`config.mk`:
```
export PLATFORM = sky130hd
export DESIGN_NAME = sacc_stats
export DESIGN_NICKNAME = d
export VERILOG_FILES = /design/src/sv/sacc_pkg.sv /design/src/sv/sacc_stats.sv
export SDC_FILE = /design/constraint.sdc
export NUM_CORES = 1
export LEC_CHECK = 0
export CAP_MARGIN = 20
export CELL_PAD_IN_SITES_DETAIL_PLACEMENT = 1
export CELL_PAD_IN_SITES_GLOBAL_PLACEMENT = 1
export CORE_UTILIZATION = 45
export CTS_CLUSTER_DIAMETER = 30
export DETAILED_ROUTE_END_ITERATION = 6
export DONT_BUFFER_PORTS = 1
export PLACE_DENSITY = 0.86
export SLEW_MARGIN = 30
export SYNTH_ARGS = -nofsm -noshare
export SYNTH_HDL_FRONTEND = slang
export SYNTH_SLANG_ARGS = --single-unit
```
`constraint.sdc`:
```
create_clock -name clk -period 6.2 [get_ports clk]
set_input_delay 0.93 -clock clk [delete_from_list [all_inputs] [get_ports clk]]
set_output_delay 0.93 -clock clk [all_outputs]
set_load 0.03 [all_outputs]
```
`src/sv/sacc_pkg.sv`:
```
// Shared types, constants and helpers for the set-associative cache tag controller.
// No dependencies; imported by the controller, the statistics bank and the checker.
package sacc_pkg;

  localparam int SET_COUNT_DEF = 1024;
  localparam int WAYS_DEF = 4;
  localparam int CNT_W_DEF = 48;

  localparam int ADDR_W = 32;
  localparam int RAW_SET_W = 15;
  localparam int OUT_CNT_W = 48;
  localparam int WB_OUT_W = 13;
  localparam int PADDR_W = 4;

  // Access codes
  localparam logic [1:0] FUNC_READ = 2'd0;
  localparam logic [1:0] FUNC_WRITE = 2'd1;
  localparam logic [1:0] FUNC_FLUSH = 2'd2;

  // Register indexes
  localparam logic [1:0] REG_WRITE_BACK = 2'd0;
  localparam logic [1:0] REG_RANDOM = 2'd1;
  localparam logic [1:0] REG_OFFSET = 2'd2;
  localparam logic [1:0] REG_INDEX = 2'd3;

  localparam logic [15:0] LFSR_SEED = 16'hACE1;
  localparam logic [15:0] LFSR_TAPS = 16'hB400;

  typedef struct packed {
    logic [1:0]  func;
    logic [31:0] address;
  } req_t;

  typedef struct packed {
    logic        hit;
    logic        line_fill;
    logic [12:0] writebacks;
    logic [1:0]  way_used;
    logic [47:0] read_total;
    logic [47:0] write_total;
    logic [47:0] read_hit_total;
    logic [47:0] write_hit_total;
    logic [47:0] mem_read_total;
    logic [47:0] mem_write_total;
  } rsp_t;

  // Events that advance the statistics counters
  typedef struct packed {
    logic rd;
    logic wr;
    logic rd_hit;
    logic wr_hit;
    logic mem_rd;
  } bump_t;

  function automatic logic [15:0] lfsr_step(input logic [15:0] x);
    logic [15:0] s;
    s = x >> 1;
    if (x[0]) s = s ^ LFSR_TAPS;
    return s;
  endfunction

  // Set bits before reduction to the set count
  function automatic logic [RAW_SET_W-1:0] raw_set(input logic [31:0] addr,
                                                   input logic [4:0] off,
                                                   input logic [3:0] idx);
    logic [31:0] s;
    logic [15:0] m;
    s = addr >> off;
    m = ~(16'hFFFF << idx);
    return RAW_SET_W'(s[15:0] & m);
  endfunction

  function automatic logic [31:0] tag_of(input logic [31:0] addr,
                                         input logic [4:0] off,
                                         input logic [3:0] idx);
    logic [5:0] sh;
    sh = 6'(off) + 6'(idx);
    return addr >> sh;
  endfunction

endpackage

```
`src/sv/sacc_stats.sv`:
```
// Bank of six saturating statistics counters for the cache tag controller.
// Depends on sacc_pkg for bump_t and the reported counter width.
module sacc_stats #(
  parameter int CNT_W = sacc_pkg::CNT_W_DEF,
  parameter int WB_W = 13
) (
  input  logic                          clk,
  input  logic                          rst,
  input  logic                          en,
  input  sacc_pkg::bump_t               bump,
  input  logic [WB_W-1:0]               wb_amount,
  output logic [sacc_pkg::OUT_CNT_W-1:0] totals [6]
);
  import sacc_pkg::*;

  localparam int SUM_W = ((CNT_W > WB_W) ? CNT_W : WB_W) + 1;
  localparam logic [CNT_W-1:0] CNT_MAX = {CNT_W{1'b1}};

  logic [CNT_W-1:0] cnt [6];
  logic [WB_W-1:0]  amt [6];

  function automatic logic [CNT_W-1:0] sat_add(input logic [CNT_W-1:0] c,
                                               input logic [WB_W-1:0] a);
    logic [SUM_W-1:0] s;
    s = SUM_W'(c) + SUM_W'(a);
    if (s > SUM_W'(CNT_MAX)) return CNT_MAX;
    return CNT_W'(s);
  endfunction

  // Map each event to its counter increment
  always_comb begin
    amt[0] = WB_W'(bump.rd);
    amt[1] = WB_W'(bump.wr);
    amt[2] = WB_W'(bump.rd_hit);
    amt[3] = WB_W'(bump.wr_hit);
    amt[4] = WB_W'(bump.mem_rd);
    amt[5] = wb_amount;
  end

  // Advance counters once per finished item
  always_ff @(posedge clk) begin
    if (rst) begin
      for (int i = 0; i < 6; i++) cnt[i] <= '0;
    end else if (en) begin
      for (int i = 0; i < 6; i++) cnt[i] <= sat_add(cnt[i], amt[i]);
    end
  end

  // Report the low bits, zero-extended where the counters are narrower
  always_comb begin
    for (int i = 0; i < 6; i++) totals[i] = OUT_CNT_W'(64'(cnt[i]));
  end

endmodule

```
* After elaboration in Yosys (flattened, before gate mapping)
Memory sizes are Yosys's and may differ from the RTL's. Cells that the tools add are included.
Storage, ports and cells: flip-flop bits (word level) 0, memory bits (writable) 288, logic and storage cells 72, memories kept 1
Memory list:
- cnt | words 6, bits a word 48, read ports 6, clocked after memory_dff 0, write ports 6, line sacc_stats.sv:19 | logic [CNT_W-1:0] cnt [6];
Operators by class: add/sub/neg operators 6, magnitude comparators 6, mux-type cells 53, bitwise gates (word level) 6
Operators with widths (number):
- $mux 48 | 30
- $gt 49x48->1 const B | 6
- $add 48x1->49 | 5
- $add 48x13->49 | 1
- $mux 1 | 23
- $or 1x1->1 | 6

* Longest topological paths before layout
An unclocked memory read counts as a cell.
depth in word-level cells 10, depth in mapped cells 10, depth with buffers taken out 9

* Worst setup path after synthesis
No wires, ideal clock.
path type input port to flip-flop, from input rst, to memory cnt[0][0] (netlist bit) (enable), library setup time 0.531 ns, arrival time 4.401 ns, data required time 5.669 ns, slack 1.269 ns, stages 1, cell sequence or2_2
RTL lines:
- start, declared | line sacc_stats.sv:8 | input logic rst,
- end, declared | line sacc_stats.sv:19

==> results.yml <==
run_status:
  status: "finished clean"
final_layout:
  fillCellCount: 3900
  reg_top3: "cnt (288)"
  layout.cells.non_filler: 2160
  largest_register: "cnt"
  finalNetCount: 1674
  diodes: 0
  largest_register_ffs: 288
  fin_area_um2: 19620
  drive_gt1_share_pct: 9.102
  area_growth_pct: 17.63
  utilization_pct: 53.71
flow_run:
  max_cap_viol_count: 0
pwr:
  ir_worst_vdd_mv: 0.2369
  power_leakage_nw: 6.496
  p_per_area_nw_per_um2: 356.4
  power_mw: 6.991
sta:
  tightest_slew_ns: 0.9526
  fin_hold_ws_ns: 0.7171
  finalSetupTns_ns: 0
  slew_violations: 0
  setup_violations: 0
  rsz0062_at_grt: "false"
  fin_crit_sh_pct: 61.27
  skew_ns: 0.02438
  setup_slack_ns: 2.401
  min_period_ns: 3.799
  relSlewSlack_pct: 36.49
  hold_viol_final: 0
  max_freq_ghz: 0.2632
placed_design:
  dp_hpwl_mm: 31.79
  gp_congestion: 0.8824
  place_ws_ns: 2.453
  port_buffers: 0
  dpl_cell_area_um2: 17070
  dp.cells: 2018
global_route:
  use_met3_pct: 10.53
  busiest_layer: "met2"
  grt.total_usage_pct: 26.00
  met2_usage_pct: 44.13
  grt_pass1_vias: 14230
  use_met1_pct: 28.87
  grt_max_degree: 179
  overflow: 0
  grt_pass1_wl_mm: 79.13
  antenna_found_initial: 1
detailed_routing:
  wl_per_cell_um: 23.07
  via_count: 13400
  viasPerCell: 6.202
  drc: 0
  drt_pre_antenna_iters: 5
  wl_mm: 49.84
  ant_nets: 0
  drt_iter0_markers: 716
critical_path:
  cp_slowest_stage_delay_ns: 0.66
  crit_buf_inv: 1
  worstPathCellList: "nand3_1 > nor3_1 > nand4_1 > nor4_1 > nand3_1 > buf_4 > a21oi_1"
  crit_path_end_kind: "register"
  cp_max_fo: 23
  crit_type: "register to register"
  worstPathArrival_ns: 4.19
  cp_data_required_time_ns: 6.59
  cpLargestDelayFamily: "simple AND/OR/NAND/NOR gates"
  start_kind: "register"
  cp_common_cell: "nand3_1"
  slowest_stage: "nand3_1"
synth:
  synth_area_um2: 16670
  async_flop_share_pct: 0
  syn_nets: 1661
  synth_seq_cells: 288
  synth.distinct_cells: 58
  ys_warn_count: 0
  netlist_instances: 1616
  ys.flop_type: "edfxtp_1"
  ys_seq_area_share_pct: 51.86
  syn_area_per_cell_um2: 10.32
  synth_edf_count: 288
clocking:
  clockBufferDepth: 3
  numCtsBuffers: 77
  htree_levels: 3
  cts.sinks: 288
  cts_hold_buf: 0
  path_clk_slew_ns: 0.04
  clkLatencyLatePin_ns: 0.57
  postCtsSetupBuffers: 0
  root_buffer: "clkbuf_16"
  cts_tree: "done"
  cts_resized: 0
die:
  num_io_pins: 309
  dieArea_um2: 37830
  initial_core_util_pct: 45.66
  placementRows: 70
  die_h_um: 194.5
  fp.dieW_um: 194.5
  core_area_um2: 36520
worst_hold_path:
  hp-class: "primary input to register"
-- final timing paths --
path | to | startpoint | cells after the start | slack [ns]
setup reg to reg | cnt[2][45] | cnt[2][24] | 7 | 2.40
setup / recovery | cnt[2][45] | cnt[2][24] | 7 | 2.40
hold / removal | cnt[5][12] | rst | 3 | 0.72
hold reg to reg | cnt[0][35] | cnt[0][35] | 1 | 0.91
-- worst register-to-register path, stage by stage (launching register included) --
cell      delay [ns]
edfxtp_1        0.63
nand3_1         0.22
nor3_1          0.58
nand4_1         0.42
nor4_1          0.40
nand3_1         0.66
buf_4           0.50
a21oi_1         0.21
-- power by group --
part / switching (mW) / internal [mW]
Sequential: 0.448 / 2.30
Combinational: 0.219 / 0.133
Clock: 1.23 / 2.66
-- cells by family (layout without fill, tap and decap cells) --
logic type	count (synthesis)	count (layout)	share of synthesized area [%]
flops	288	288	51.86
simple gates	602	602	19.56
compound gates	359	359	11.95
buf+inv	114	190	2.716
xor+xnor	225	225	11.82
mux	4	4	0.2401
fa+ha+maj	24	24	1.846
-- routing by layer --
layer	up-vias	share of wire, %	routed length, um
li1	6122	-	-
met1	6717	38	19020
met2	448	50	24690
met3	108	9.5	4712
met4	2	2.8	1394
met5	-	0.036	18
-- area by class of cell --
cell class | instances | area [um2] | area share [%]
clock buffer | 86 | 1982 | 10.10
multi-input combinational | 1214 | 7587 | 38.68
sequential | 288 | 8648 | 44.09
clock inverter | 56 | 561.8 | 2.864
timing repair buffer | 12 | 115.1 | 0.5868
inverter | 36 | 135.1 | 0.6889
tap | 468 | 585.6 | 2.985
-- cells in the mapped netlist, types with 22 or more instances --
cell,instances,area share [%]
ha_1,23,1.7
xnor2_1,110,5.8
nor3_1,52,1.6
edfxtp_1,288,52
a21oi_1,273,8.2
nand2_1,112,2.5
xor2_1,115,6.0
and3_1,50,1.9
nand4_1,69,2.6
and4_1,22,1.2
clkbuf_1,66,1.5
nor2_1,84,1.9
inv_1,36,0.81
nand3_1,105,3.2
-- placed cells by master (no fill, tap or decap), types with 50 or more instances in the layout --
master     instances
nand2_1          112
nand4_1           69
a21oi_1          273
nor2_1            84
clkbuf_16         78
nor3_1            52
and3_1            50
xnor2_1          110
xor2_1           115
nand3_1          105
edfxtp_1         288
No activity file was read; power rests on OpenSTA's default activity.
